## src/hdl/pjs_pkg.sv

```systemverilog
// Shared types, codes and constants of the print job priority scheduler.
package pjs_pkg;

   localparam int DEFAULT_CAPACITY = 16;

   localparam int REQ_TYPE_W = 2;
   localparam int USER_W     = 8;
   localparam int IMP_W      = 3;
   localparam int PAGES_W    = 5;
   localparam int STATUS_W   = 2;
   localparam int KEY_W      = IMP_W + PAGES_W;

   // request codes
   localparam logic [REQ_TYPE_W-1:0] REQ_PUSH    = 2'd0;
   localparam logic [REQ_TYPE_W-1:0] REQ_REMOVE  = 2'd1;
   localparam logic [REQ_TYPE_W-1:0] REQ_RELEASE = 2'd2;

   // result status codes
   localparam logic [STATUS_W-1:0] ST_OK    = 2'd0;
   localparam logic [STATUS_W-1:0] ST_FULL  = 2'd1;
   localparam logic [STATUS_W-1:0] ST_EMPTY = 2'd2;

   typedef struct packed {
      logic [USER_W-1:0]  user_id;
      logic [IMP_W-1:0]   importance;
      logic [PAGES_W-1:0] pages;
   } job_type;

   typedef enum logic [1:0] {
      ST_IDLE,
      ST_SCAN,
      ST_DRAIN,
      ST_EMIT
   } state_type;

   // controller to datapath
   typedef struct packed {
      logic exec_single;  // push, remove or empty release: one result
      logic scan_init;    // start a release
      logic scan_step;    // issue one store read of the scan
      logic emit;         // hand out the best job of the finished pass
   } cmd_type;

   // datapath to controller
   typedef struct packed {
      logic count_zero;
      logic scan_last;    // read address at the oldest entry
      logic emit_last;    // the job about to be emitted is the final one
      logic out_free;     // result register can take a new transaction
   } stat_type;

   function automatic logic [KEY_W-1:0] prio_key(input job_type j);
      prio_key = {j.importance, j.pages};
   endfunction

endpackage

```

## src/hdl/pjs_channels.sv

```systemverilog
// Request and result channel interfaces of the print job priority scheduler.
interface pjs_req_if;
   logic                            valid;
   logic                            ready;
   logic [pjs_pkg::REQ_TYPE_W-1:0]  req_type;
   logic [pjs_pkg::USER_W-1:0]      user_id;
   logic [pjs_pkg::IMP_W-1:0]       importance;
   logic [pjs_pkg::PAGES_W-1:0]     pages;

   modport source (output valid, req_type, user_id, importance, pages, input ready);
   modport sink   (input valid, req_type, user_id, importance, pages, output ready);
endinterface

interface pjs_rsp_if;
   logic                            valid;
   logic                            ready;
   logic [pjs_pkg::USER_W-1:0]      job_user;
   logic [pjs_pkg::IMP_W-1:0]       job_importance;
   logic [pjs_pkg::PAGES_W-1:0]     job_pages;
   logic [pjs_pkg::STATUS_W-1:0]    status;
   logic                            last;

   modport source (output valid, job_user, job_importance, job_pages, status, last,
                   input ready);
   modport sink   (input valid, job_user, job_importance, job_pages, status, last,
                   output ready);
endinterface

```

## src/hdl/print_job_priority_scheduler.sv

```systemverilog
// Top level of the print job priority scheduler: controller plus datapath.
//
// Holds up to CAPACITY print jobs in push order in a single-port-read memory.
// Push appends a job (status full and dropped when the store is full), remove
// discards the newest job (status empty when there is none), release drains
// every held job highest importance first, then most pages, exact ties newest
// first, with last set on the final job. Request code three is swallowed with
// no result. A push, remove or empty release yields its single result in the
// output register the cycle after acceptance. A release of N jobs makes, for
// each emitted job, one full pass over all N held entries at one memory read
// per cycle (jobs already handed out are masked, not removed), then drains the
// read pipeline and emits the best job, waiting while the result side stalls.
// No request is taken while a release is running, nor while the result
// register is full and stalled.
// There is no clearing pass after reset; the store needs none.
module print_job_priority_scheduler #(
   parameter int CAPACITY = pjs_pkg::DEFAULT_CAPACITY
) (
   input  logic      clock,
   input  logic      reset,
   pjs_req_if.sink   req_chan,
   pjs_rsp_if.source rsp_chan
);
   import pjs_pkg::*;

   cmd_type  cmd;   // controller commands
   stat_type stat;  // datapath status

   // sequencing: idle, scan pass, read drain, emit
   pjs_ctrl u_ctrl (
      .clock     (clock),
      .reset     (reset),
      .req_valid (req_chan.valid),
      .req_type  (req_chan.req_type),
      .req_ready (req_chan.ready),
      .stat      (stat),
      .cmd       (cmd)
   );

   // store, best-job search and result register
   pjs_datapath #(
      .CAPACITY (CAPACITY)
   ) u_datapath (
      .clock          (clock),
      .reset          (reset),
      .cmd            (cmd),
      .stat           (stat),
      .req_type       (req_chan.req_type),
      .user_id        (req_chan.user_id),
      .importance     (req_chan.importance),
      .pages          (req_chan.pages),
      .rsp_valid      (rsp_chan.valid),
      .rsp_ready      (rsp_chan.ready),
      .job_user       (rsp_chan.job_user),
      .job_importance (rsp_chan.job_importance),
      .job_pages      (rsp_chan.job_pages),
      .status         (rsp_chan.status),
      .last           (rsp_chan.last)
   );

endmodule

```

## src/hdl/pjs_ctrl.sv

```systemverilog
// Controller state machine of the print job priority scheduler.
module pjs_ctrl (
   input  logic                            clock,
   input  logic                            reset,
   input  logic                            req_valid,
   input  logic [pjs_pkg::REQ_TYPE_W-1:0]  req_type,
   output logic                            req_ready,
   input  pjs_pkg::stat_type               stat,
   output pjs_pkg::cmd_type                cmd
);
   import pjs_pkg::*;

   state_type state_ff, state_in;

   always_ff @(posedge clock) begin
      if (reset) begin
         state_ff <= ST_IDLE;
      end else begin
         state_ff <= state_in;
      end
   end

   always_comb begin
      state_in  = state_ff;
      cmd       = '0;
      req_ready = 1'b0;
      case (state_ff)
         ST_IDLE: begin
            req_ready = stat.out_free;
            if (req_valid && stat.out_free) begin
               if (req_type inside {REQ_PUSH, REQ_REMOVE}) begin
                  cmd.exec_single = 1'b1;
               end else if (req_type == REQ_RELEASE) begin
                  if (stat.count_zero) begin
                     cmd.exec_single = 1'b1;
                  end else begin
                     cmd.scan_init = 1'b1;
                     state_in      = ST_SCAN;
                  end
               end
            end
         end
         ST_SCAN: begin
            cmd.scan_step = 1'b1;
            if (stat.scan_last) begin
               state_in = ST_DRAIN;
            end
         end
         ST_DRAIN: begin
            state_in = ST_EMIT;
         end
         ST_EMIT: begin
            if (stat.out_free) begin
               cmd.emit = 1'b1;
               state_in = stat.emit_last ? ST_IDLE : ST_SCAN;
            end
         end
         default: begin
            state_in = ST_IDLE;
         end
      endcase
   end

endmodule

```

## src/hdl/pjs_datapath.sv

```systemverilog
// Datapath: job store memory, scan pipeline, best-job tracking and result register.
module pjs_datapath #(
   parameter int CAPACITY = pjs_pkg::DEFAULT_CAPACITY
) (
   input  logic                            clock,
   input  logic                            reset,
   input  pjs_pkg::cmd_type                cmd,
   output pjs_pkg::stat_type               stat,
   input  logic [pjs_pkg::REQ_TYPE_W-1:0]  req_type,
   input  logic [pjs_pkg::USER_W-1:0]      user_id,
   input  logic [pjs_pkg::IMP_W-1:0]       importance,
   input  logic [pjs_pkg::PAGES_W-1:0]     pages,
   output logic                            rsp_valid,
   input  logic                            rsp_ready,
   output logic [pjs_pkg::USER_W-1:0]      job_user,
   output logic [pjs_pkg::IMP_W-1:0]       job_importance,
   output logic [pjs_pkg::PAGES_W-1:0]     job_pages,
   output logic [pjs_pkg::STATUS_W-1:0]    status,
   output logic                            last
);
   import pjs_pkg::*;

   localparam int CNT_W = $clog2(CAPACITY + 1);
   localparam int IDX_W = $clog2(CAPACITY);
   localparam logic [CNT_W-1:0] CAP_CNT = CNT_W'(CAPACITY);

   job_type mem [CAPACITY];

   logic [CNT_W-1:0]    count_ff, count_in;
   logic [CNT_W-1:0]    emitted_ff, emitted_in;
   logic [CAPACITY-1:0] taken_ff, taken_in;
   logic [IDX_W-1:0]    idx_ff, idx_in;
   logic                rd_valid_ff, rd_valid_in;
   logic [IDX_W-1:0]    rd_idx_ff, rd_idx_in;
   job_type             rd_data_ff;
   logic                best_valid_ff, best_valid_in;
   logic [IDX_W-1:0]    best_idx_ff, best_idx_in;
   job_type             best_job_ff, best_job_in;
   logic                out_valid_ff, out_valid_in;
   job_type             out_job_ff, out_job_in;
   logic [STATUS_W-1:0] out_status_ff, out_status_in;
   logic                out_last_ff, out_last_in;

   logic             full;
   logic [CNT_W-1:0] count_m1;
   logic [CNT_W-1:0] emitted_p1;
   logic             push_ok;

   assign full       = (count_ff == CAP_CNT);
   assign count_m1   = count_ff - CNT_W'(1);
   assign emitted_p1 = emitted_ff + CNT_W'(1);
   assign push_ok    = cmd.exec_single && (req_type == REQ_PUSH) && !full;

   assign stat.count_zero = (count_ff == '0);
   assign stat.scan_last  = (idx_ff == '0);
   assign stat.emit_last  = (emitted_p1 == count_ff);
   assign stat.out_free   = !out_valid_ff || rsp_ready;

   // store: one write port for push, one registered read port for the scan
   always_ff @(posedge clock) begin
      if (push_ok) begin
         mem[count_ff[IDX_W-1:0]] <= '{user_id: user_id, importance: importance,
                                       pages: pages};
      end
   end

   always_ff @(posedge clock) begin
      rd_data_ff <= mem[idx_ff];
   end

   always_comb begin
      count_in      = count_ff;
      emitted_in    = emitted_ff;
      taken_in      = taken_ff;
      idx_in        = idx_ff;
      rd_valid_in   = 1'b0;
      rd_idx_in     = idx_ff;
      best_valid_in = best_valid_ff;
      best_idx_in   = best_idx_ff;
      best_job_in   = best_job_ff;
      out_valid_in  = out_valid_ff && !rsp_ready;
      out_job_in    = out_job_ff;
      out_status_in = out_status_ff;
      out_last_in   = out_last_ff;

      if (cmd.exec_single) begin
         out_valid_in = 1'b1;
         out_job_in   = '0;
         out_last_in  = 1'b1;
         case (req_type)
            REQ_PUSH: begin
               out_status_in = full ? ST_FULL : ST_OK;
               if (!full) begin
                  count_in = count_ff + CNT_W'(1);
               end
            end
            REQ_REMOVE: begin
               out_status_in = stat.count_zero ? ST_EMPTY : ST_OK;
               if (!stat.count_zero) begin
                  count_in = count_m1;
               end
            end
            default: begin
               out_status_in = ST_EMPTY;
            end
         endcase
      end

      if (cmd.scan_init) begin
         idx_in        = count_m1[IDX_W-1:0];
         best_valid_in = 1'b0;
         emitted_in    = '0;
         taken_in      = '0;
      end

      if (cmd.scan_step) begin
         rd_valid_in = 1'b1;
         idx_in      = idx_ff - IDX_W'(1);
      end

      // newest to oldest; strict compare keeps the newest of an exact tie
      if (rd_valid_ff && !taken_ff[rd_idx_ff] &&
          (!best_valid_ff || (prio_key(rd_data_ff) > prio_key(best_job_ff)))) begin
         best_valid_in = 1'b1;
         best_idx_in   = rd_idx_ff;
         best_job_in   = rd_data_ff;
      end

      if (cmd.emit) begin
         out_valid_in           = 1'b1;
         out_job_in             = best_job_ff;
         out_status_in          = ST_OK;
         out_last_in            = stat.emit_last;
         taken_in[best_idx_ff]  = 1'b1;
         emitted_in             = emitted_p1;
         best_valid_in          = 1'b0;
         idx_in                 = count_m1[IDX_W-1:0];
         if (stat.emit_last) begin
            count_in   = '0;
            taken_in   = '0;
            emitted_in = '0;
         end
      end
   end

   always_ff @(posedge clock) begin
      if (reset) begin
         count_ff      <= '0;
         emitted_ff    <= '0;
         taken_ff      <= '0;
         rd_valid_ff   <= 1'b0;
         best_valid_ff <= 1'b0;
         out_valid_ff  <= 1'b0;
      end else begin
         count_ff      <= count_in;
         emitted_ff    <= emitted_in;
         taken_ff      <= taken_in;
         rd_valid_ff   <= rd_valid_in;
         best_valid_ff <= best_valid_in;
         out_valid_ff  <= out_valid_in;
      end
   end

   always_ff @(posedge clock) begin
      idx_ff        <= idx_in;
      rd_idx_ff     <= rd_idx_in;
      best_idx_ff   <= best_idx_in;
      best_job_ff   <= best_job_in;
      out_job_ff    <= out_job_in;
      out_status_ff <= out_status_in;
      out_last_ff   <= out_last_in;
   end

   assign rsp_valid      = out_valid_ff;
   assign job_user       = out_job_ff.user_id;
   assign job_importance = out_job_ff.importance;
   assign job_pages      = out_job_ff.pages;
   assign status         = out_status_ff;
   assign last           = out_last_ff;

endmodule

```

## src/flat_wrapper.sv

```systemverilog
// flat-port wrapper written by rule: the top's interface ports become plain ports
module print_job_priority_scheduler_flat import pjs_pkg::*;
#(
   parameter int CAPACITY = pjs_pkg::DEFAULT_CAPACITY
)
  (clock, reset, req_chan_valid, req_chan_req_type, req_chan_user_id, req_chan_importance, req_chan_pages, req_chan_ready, rsp_chan_valid, rsp_chan_job_user, rsp_chan_job_importance, rsp_chan_job_pages, rsp_chan_status, rsp_chan_last, rsp_chan_ready);
  pjs_req_if req_chan_i ();
  pjs_rsp_if rsp_chan_i ();
  input  logic clock;
  input  logic reset;
  input wire logic [$bits(req_chan_i.valid)-1:0] req_chan_valid;
  input wire logic [$bits(req_chan_i.req_type)-1:0] req_chan_req_type;
  input wire logic [$bits(req_chan_i.user_id)-1:0] req_chan_user_id;
  input wire logic [$bits(req_chan_i.importance)-1:0] req_chan_importance;
  input wire logic [$bits(req_chan_i.pages)-1:0] req_chan_pages;
  output wire logic [$bits(req_chan_i.ready)-1:0] req_chan_ready;
  output wire logic [$bits(rsp_chan_i.valid)-1:0] rsp_chan_valid;
  output wire logic [$bits(rsp_chan_i.job_user)-1:0] rsp_chan_job_user;
  output wire logic [$bits(rsp_chan_i.job_importance)-1:0] rsp_chan_job_importance;
  output wire logic [$bits(rsp_chan_i.job_pages)-1:0] rsp_chan_job_pages;
  output wire logic [$bits(rsp_chan_i.status)-1:0] rsp_chan_status;
  output wire logic [$bits(rsp_chan_i.last)-1:0] rsp_chan_last;
  input wire logic [$bits(rsp_chan_i.ready)-1:0] rsp_chan_ready;
  assign req_chan_i.valid = req_chan_valid;
  assign req_chan_i.req_type = req_chan_req_type;
  assign req_chan_i.user_id = req_chan_user_id;
  assign req_chan_i.importance = req_chan_importance;
  assign req_chan_i.pages = req_chan_pages;
  assign req_chan_ready = req_chan_i.ready;
  assign rsp_chan_valid = rsp_chan_i.valid;
  assign rsp_chan_job_user = rsp_chan_i.job_user;
  assign rsp_chan_job_importance = rsp_chan_i.job_importance;
  assign rsp_chan_job_pages = rsp_chan_i.job_pages;
  assign rsp_chan_status = rsp_chan_i.status;
  assign rsp_chan_last = rsp_chan_i.last;
  assign rsp_chan_i.ready = rsp_chan_ready;
  print_job_priority_scheduler #(.CAPACITY(CAPACITY)) u_core (.clock(clock), .reset(reset), .req_chan(req_chan_i), .rsp_chan(rsp_chan_i));
endmodule
```

## config.mk

```make
export PLATFORM = sky130hd
export DESIGN_NAME = print_job_priority_scheduler_flat
export DESIGN_NICKNAME = d
export VERILOG_FILES = /design/src/hdl/pjs_pkg.sv /design/src/hdl/pjs_channels.sv /design/src/hdl/print_job_priority_scheduler.sv /design/src/hdl/pjs_ctrl.sv /design/src/hdl/pjs_datapath.sv /design/src/flat_wrapper.sv
export SDC_FILE = /design/constraint.sdc
export NUM_CORES = 1
export LEC_CHECK = 0
export ABC_AREA = 1
export BUFFER_PORTS_ARGS = -buffer_cell sky130_fd_sc_hd__buf_2
export CAP_MARGIN = 20
export CORE_MARGIN = 2
export CORE_UTILIZATION = 62
export DETAILED_ROUTE_END_ITERATION = 16
export PLACE_DENSITY = 0.86
export SKIP_CTS_REPAIR_TIMING = 1
export SKIP_LAST_GASP = 1
export SYNTH_ARGS = -nofsm -noshare
export SYNTH_HDL_FRONTEND = slang
export SYNTH_HIERARCHICAL = 1
export SYNTH_SLANG_ARGS = --single-unit
```

## constraint.sdc

```tcl
create_clock -name clock -period 3.67 [get_ports clock]
set_input_delay 0.367 -clock clock [delete_from_list [all_inputs] [get_ports clock]]
set_output_delay 0.367 -clock clock [all_outputs]
set_load 0.02 [all_outputs]
```

After elaboration in Yosys (flattened, before gate mapping)
Memory sizes are Yosys's and may differ from the RTL's. A register that Yosys moved wholly into a read port is not among the register bits.
Cells that the tools add are included.
{"block": "totals", "reg_bits": 78, "mem_count": 1, "input_bits": 22, "wordCells": 118, "output_inout_bits": 21, "ramBits": 256}
{"name": "u_core.u_datapath.mem", "words": 16, "word_bits": 16, "read_ports": 1, "rd_clocked_by_memory_dff": 1, "write_ports": 1, "line": "pjs_datapath.sv:27", "source": "job_type mem [CAPACITY];"}
{"block": "op_classes", "bitwise_logic": 1, "n_addsub": 4, "n_reduce_logical": 25, "muxes": 52, "eq_ne": 13, "order_cmp": 4}
{"cell": "$mux W16", "n": 5}
{"cell": "$mux W5", "n": 8}
{"cell": "$mux W1", "n": 21}
{"cell": "$mux W2", "n": 10}
{"cell": "$or A16 B16 Y16", "n": 1}
{"cell": "$mux W4", "n": 3}
{"cell": "$add A5 B1 Y5 const B", "n": 2}
{"cell": "$lt A4 B5 Y1 const B", "n": 2}
{"cell": "$ne A2 B2 Y1 const B", "n": 5}
{"cell": "$pmux W5 S2", "n": 1}
{"cell": "$gt A8 B8 Y1", "n": 1}
{"cell": "$pmux W2 S4", "n": 1}
{"cell": "$reduce_bool A2 Y1", "n": 4}
{"cell": "$logic_and A1 B1 Y1", "n": 7}
{"cell": "$eq A2 B2 Y1 const B", "n": 3}
{"cell": "$reduce_and A6 Y1", "n": 1}
{"cell": "$eq A5 B5 Y1", "n": 1}
{"cell": "$eq A5 B5 Y1 const B", "n": 1}
{"cell": "$logic_not A1 Y1", "n": 5}
{"cell": "$logic_not A5 Y1", "n": 1}
{"cell": "$sub A5 B1 Y5 const B", "n": 1}
{"cell": "$bmux W1 S4", "n": 1}
{"cell": "$demux W1 S4", "n": 1}
{"cell": "$eq A2 B1 Y1 const B", "n": 2}
{"cell": "9 further kinds", "n": 11}

Logic depth before layout (Yosys ltp)
Gate-level depths: netlist (run 1).
{"block": "depth", "word_depth": 10, "depth_mapped": 16, "ltp_nobuf": 16}

Cells and area by module
Netlist (run 1), hierarchy kept.
{"module": "pjs_datapath", "cells_each": 1144, "n_inst": 1, "area_per_inst_um2": 13770.7}
{"module": "pjs_ctrl", "cells_each": 44, "n_inst": 1, "area_per_inst_um2": 249.0}

Least setup slack after synthesis (run 1)
OpenSTA, ideal clock, no wires.
{"block": "synth_path", "path_kind": "register -> register", "startpoint": "reg u_core.u_datapath.count_ff[1]", "endpoint": "mem u_core/u_datapath/mem[1][0] (netlist name), enable pin", "path_stages_with_launch": 13, "t_arrival_ns": 2.658, "n_path_buf": 0, "slack_ns": 0.624, "cell_sequence": "dfxtp_1 inv_1 ha_1 nand2_1 nor2_2 nor2_2 a211oi_1 inv_1 nor2_1 nand2_1 inv_2 nand2_1 nor2_1"}
{"element": "from (decl)", "line": "pjs_datapath.sv:29", "source": "logic [CNT_W-1:0] count_ff, count_in;"}
{"element": "from (signal assigned)", "line": "pjs_datapath.sv:155", "source": "count_ff <= count_in;"}
{"element": "to (decl)", "line": "pjs_datapath.sv:27"}

==> results.yml, run 1 <==
outcome:
  status: "finished clean"
sta:
  period_share: 0.814
  fmax_mhz: 335
  slew_viol_final: 0
  finalHoldViolations: 0
  finClkSkew_ns: 0.0218
  worstMarginPinSlew_ns: 0.809
  relSlewSlack: 0.461
  fin_setup_tns_ns: 0
  setup_viol: 0
  whs_ns: 0.137
  rsz0062_at_grt: "no"
  period_minus_slack_ns: 2.99
die:
  start_util: 0.625
  dieArea_sq_mm: 0.0238
  ios: 43
  rows: 55
  die_w_um: 154
  core_area_sq_mm: 0.0224
  die_h_um: 154
yosys:
  netlist_instances: 1188
  synth.distinct_cells: 37
  synth_area_sq_mm: 0.0140
  ys_warn_count: 6
  syn_avg_cell_area_sq_um: 11.8
  synth_largest_area_cell: "edfxtp_1"
  synth_seq_area_share: 0.712
  synth_nets: 1229
  synth.top_cell.area_share: 0.636
  ys_ff_latch: 350
  yosys-top-cells-area: "edfxtp_1 (64%), dfxtp_1 (7.6%), nand2_1 (6.3%)"
critical_path:
  reg2reg_slack_ns: 0.68
  cp-end-kind: "register"
  path_max_fanout: 16
  critPathKind: "register to register"
  cpMostUsedCell: "nand2_1"
  worstPathArrival_ns: 3.17
  slowest_delay_ns: 0.36
  path_buf_inv: 5
  critPathTopFamily: "simple AND/OR/NAND/NOR gates"
  cp-start-kind: "register"
  cp_slowest_cell: "dfxtp_1"
  required_ns: 3.86
  path_cells: "inv_1, ha_1, nand2_1, nor2_2, nor2_2, a211oi_1, buf_4, inv_1, nor2_1, nand2_1, inv_2, nand2_1, nor2_1, buf_4"
placed_design:
  io_buffer_count: 42
  placed_area_sq_mm: 0.0145
  dp_hpwl_mm: 19.8
  routabilityCongestion: 0.923
global_route:
  antenna_found_initial: 0
  grt_pass1_vias: 9196
  grt-ovfl-total: 0
  grt_pass1_wl_mm: 50.6
  grt_max_degree: 130
  gr-usage-all-layers: 0.279
layout:
  fin_nets: 1278
  syn_to_final_growth_pct: 11.1
  insertedDiodeCount: 0
  final_cell_mix: "edfxtp_1 (297), nand2_1 (236), nor2_1 (133)"
  design_area_sq_mm: 0.0156
  final_layout_size_suffix_gt1_frac: 0.107
  layout_commonest_cell: "edfxtp_1"
drt:
  first_iter_violations: 1470
  avgViaCountPerCell: 6.16
  dr.pass1.iters: 6
  avgRoutedWirePerCell_um: 21.3
  routed_wl_mm: 33.0
  via_count: 9525
  ant_nets: 0
  post-route-drc-count: 0
worst_hold_path:
  min_path_type: "input pin to register"
clocking:
  cts_root_buf: "clkbuf_16"
  ctsLongestPathBuffers: 3
  clkLatencyLatePin_ns: 0.52
  numCtsBuffers: 35
  cts_tree: "built"
  htree_num_levels: 2
  clk_pin_slew_ns: 0.06
  cts_sinks: 350
pwr:
  irDropWorstVdd_v: 0.000367
  p_leak_nw: 5.69
  powerDensity_mw_per_mm2: 625
flow_run:
  cap_violations: 0
-- final cells by class --
| cell class | instances | area, sq um |
|---|---|---|
| sequential | 350 | 9980 |
| fill | 1435 | 6860 |
| multi-input combinational | 693 | 3440 |
| clock buffer | 46 | 937 |
| timing repair buffer | 67 | 423 |
| tap | 285 | 357 |
| inverter | 90 | 339 |
| clock inverter | 16 | 105 |
-- kinds of logic after synthesis --
family / synth area share
AND/OR/NAND/NOR: 0.145
flip-flops: 0.712
AO/OA/AOI/OAI: 0.0739
buffers and inverters: 0.0444
adder cells (fa/ha/maj): 0.0170
XOR/XNOR: 0.00625
multiplexers: 0.00143
-- cells in the mapped netlist --
library cell / number
a32o_1: 1
a21boi_0: 1
o31ai_1: 1
nor3_1: 2
edfxtp_1: 297
nand2_1: 236
o22ai_1: 11
o211ai_1: 1
a22oi_1: 8
dfxtp_1: 53
buf_6: 4
a21oi_1: 27
nand3_2: 1
nor2_4: 1
o221ai_1: 25
clkinv_1: 3
nor2_2: 5
inv_2: 4
a32oi_1: 7
buf_2: 24
clkbuf_1: 20
xor2_1: 7
o21ai_1: 2
xnor2_1: 3
inv_1: 83
o21a_1: 1
nand2_2: 3
nand3_1: 74
ha_1: 19
nand4_1: 27
a211oi_1: 2
buf_4: 5
a31oi_1: 1
o21ai_0: 84
nor2_1: 141
buf_1: 2
mux2i_1: 2
-- routing by layer --
metal	share of wire	GRT usage	vias up	wire length, um
li1	-	-	4277	-
met2	0.48	0.462	670	15900
met1	0.35	0.361	4448	11700
met3	0.11	0.0417	130	3560
met5	0	0	-	0
met4	0.056	0.153	0	1860
-- through the flow --
step / power [mW] / util / instances / worst slack (ns)
2_1_floorplan: 5.90 / - / 1188 / 0.624
3_3_place_gp: 6.38 / 0.648 / 1485 / 0.918
3_5_place_dp: 6.46 / 0.648 / 1485 / 0.782
4_1_cts: 9.72 / 0.694 / 1547 / 0.757
5_1_grt: 10.1 / 0.694 / 1547 / 0.522
6_report: 9.73 / 0.694 / 1547 / 0.681
-- state kept, by name, summed over array words and instances (netlist names), 5 cells and up --
signal,count
u_core/u_datapath/mem,256
u_core/u_datapath/best_job_ff,16
u_core/u_datapath/count_ff,5
u_core/u_datapath/taken_ff,16
u_core/u_datapath/emitted_ff,5
u_core/u_datapath/job_user,8
u_core/u_datapath/job_pages,5
u_core/u_datapath/rd_data_ff,16
-- power breakdown --
| group | internal [mW] | switching (mW) | total (mW) |
|---|---|---|---|
| Clock | 1.87 | 1.42 | 3.29 |
| Combinational | 0.475 | 1.22 | 1.70 |
| Sequential | 4.61 | 0.139 | 4.75 |
-- path summary, 6_finish.rpt --
path / start / to / cells past startpoint
min: reset / u_core/u_datapath/emitted_ff[1] / 2
max reg2reg: u_core/u_datapath/count_ff[1] / u_core/u_datapath/mem[8][10] / 14
min reg2reg: u_core/u_datapath/rd_data_ff[13] / u_core/u_datapath/best_job_ff[13] / 0
max: u_core/u_datapath/count_ff[1] / u_core/u_datapath/mem[8][10] / 14
Note: power is estimated with default switching activity, not from simulation.
==> run 2, diff against run 1 <==
--- a/config.mk
+++ b/config.mk
@@ -9,9 +9,9 @@
 export BUFFER_PORTS_ARGS = -buffer_cell sky130_fd_sc_hd__buf_2
 export CAP_MARGIN = 20
 export CORE_MARGIN = 2
-export CORE_UTILIZATION = 62
+export CORE_UTILIZATION = 56
 export DETAILED_ROUTE_END_ITERATION = 16
-export PLACE_DENSITY = 0.86
+export PLACE_DENSITY = 0.83
 export SKIP_CTS_REPAIR_TIMING = 1
 export SKIP_LAST_GASP = 1
 export SYNTH_ARGS = -nofsm -noshare
==> constraint.sdc (replaced) <==
create_clock -name clock -period 2.6 [get_ports clock]
set_input_delay 0.26 -clock clock [delete_from_list [all_inputs] [get_ports clock]]
set_output_delay 0.26 -clock clock [all_outputs]
set_load 0.02 [all_outputs]
==> run 2 against run 1 <==
Net effect: first-iteration DRC count shrank 15%; clock-buffer cell count grew 3; register-to-register slack lost 0.57 ns; critical endpoint is now u_core/u_datapath/mem[13][1]; non-clock buffer count grew 19; combinational power grew 51%; critical path depth shrank 3; flip-flop and latch count is the same; cell count grew 3.9%; sequential power grew 40%; largest cell class unchanged; core utilization shrank 3.2 points.
==> results.yml, run 2 (same netlist as run 1, synthesis figures left out) <==
layout:
  insertedDiodeCount: 0
  fin_nets: 1298
  final_cell_mix: "edfxtp_1 (297), nand2_1 (232), nor2_1 (124)"
  syn_to_final_growth_pct: 15.6
  final_layout_size_suffix_gt1_frac: 0.138
  largest_reg_flops: 256
  fin_util: 0.662
  layout_commonest_cell: "edfxtp_1"
clocking:
  clkLatencyLatePin_ns: 0.51
  numCtsBuffers: 36
  cts_sinks: 350
  htree_num_levels: 2
  cts_tree: "built"
  ctsLongestPathBuffers: 3
  clk_pin_slew_ns: 0.06
  cts_root_buf: "clkbuf_16"
drt:
  avgRoutedWirePerCell_um: 21.7
  routed_wl_mm: 34.9
  post-route-drc-count: 0
  via_count: 9615
  dr.pass1.iters: 7
  avgViaCountPerCell: 5.98
  first_iter_violations: 1246
  ant_nets: 0
die:
  start_util: 0.573
  die_w_um: 162
  dieArea_sq_mm: 0.0263
  ios: 43
  die_h_um: 162
  rows: 57
  core_area_sq_mm: 0.0245
critical_path:
  path_cells: "inv_1, ha_2, nand3_1, a211oi_2, inv_1, nor2_1, nand2_1, inv_2, nand2_2, nor2_4, buf_12"
  cp_slowest_cell: "dfxtp_1"
  path_max_fanout: 16
  critPathKind: "register to register"
  cpMostUsedCell: "inv_1"
  worstPathArrival_ns: 2.69
  cp-start-kind: "register"
  slowest_delay_ns: 0.34
  cp-end-kind: "register"
  required_ns: 2.81
sta:
  worstMarginPinSlew_ns: 0.753
  period_minus_slack_ns: 2.49
  finClkSkew_ns: 0.0173
  fmax_mhz: 402
  finalHoldViolations: 0
  relSlewSlack: 0.497
  setup_ws_ns: 0.115
  setup_viol: 0
  slew_viol_final: 0
  period_share: 0.956
  rsz0062_at_grt: "yes"
placed_design:
  routabilityCongestion: 0.882
  dp_hpwl_mm: 21.6
  io_buffer_count: 42
  dp_slack_ns: 0.0415
pwr:
  irDropWorstVdd_v: 0.000795
  powerDensity_mw_per_mm2: 885
  p_leak_nw: 5.90
global_route:
  grt_pass1_vias: 9446
  grt_pass1_wl_mm: 53.2
  gr-usage-all-layers: 0.269
  antenna_found_initial: 0
  grt-ovfl-total: 0
  grt_max_degree: 104
worst_hold_path:
  min_path_type: "input pin to register"
flow_run:
  cap_violations: 0
outcome:
  status: "finished clean"
-- run 2: changes by cell type in the layout (fill, tap and decap cells not counted), moves of 2 or more --
cell	before	now
nor2_1	133	124
nor2_2	13	8
buf_12	2	17
clkinv_2	6	8
buf_4	23	26
clkbuf_16	35	40
clkbuf_1	9	7
nor2_4	1	15
clkinv_1	10	6
nand2_1	236	232
nand2_2	3	7
-- run 2: stage by stage --
step | cells | hold WS (ns) | setup TNS (ns) | instance area [sq um] | total power [mW]
after floorplan | 1188 | 0.329 | 0 | 14100 | 8.34
after global placement | 1539 | 0.387 | 0 | 14900 | 9.14
after detailed placement | 1539 | 0.389 | 0 | 14900 | 9.26
after CTS | 1603 | 0.0196 | 0 | 16100 | 14.3
after global routing | 1607 | 0.0365 | -1.31 | 16200 | 14.9
final | 1607 | 0.0347 | 0 | 16200 | 14.3
-- run 2: layout make-up --
type	instances	area, sq um
clock buffer	49	1050
tap	324	405
multi-input combinational	693	3550
sequential	350	9980
fill	1668	8260
clock inverter	15	131
inverter	90	339
timing repair buffer	86	757
-- run 2: critical path: cells and delay by family, from the launching register on --
kind / cells / cell delay (ns)
AND/OR/NAND/NOR: 5 / 0.81
buffers and inverters: 4 / 0.55
flip-flops: 1 / 0.34
AO/OA/AOI/OAI: 1 / 0.25
adder cells (fa/ha/maj): 1 / 0.23
-- run 2: path summary, 6_finish.rpt --
check                              startpoint                                 to  slack, ns  cells after the start
min                                     reset    u_core/u_datapath/emitted_ff[3]       0.03                      2
min reg2reg  u_core/u_datapath/rd_data_ff[10]  u_core/u_datapath/best_job_ff[10]       0.40                      0
max                 u_core/u_ctrl/state_ff[0]       u_core/u_datapath/mem[13][1]       0.11                     11
max reg2reg         u_core/u_ctrl/state_ff[0]       u_core/u_datapath/mem[13][1]       0.11                     11
-- run 2: power breakdown --
group	internal (mW)	leakage (nW)	switching (mW)
sequential	6.50	3.11	0.170
clock	3.03	0.582	2.06
combinational	0.750	2.21	1.82
total	10.3	5.90	4.06
-- run 2: layer usage --
metal  global-route usage  share of wire  vias to the layer above
li1                     -              -                     4330
met1                0.338           0.36                     4553
met2                0.454           0.49                      616
met3               0.0557           0.10                      116
met4                0.118          0.046                        0
met5                    0              0                        -
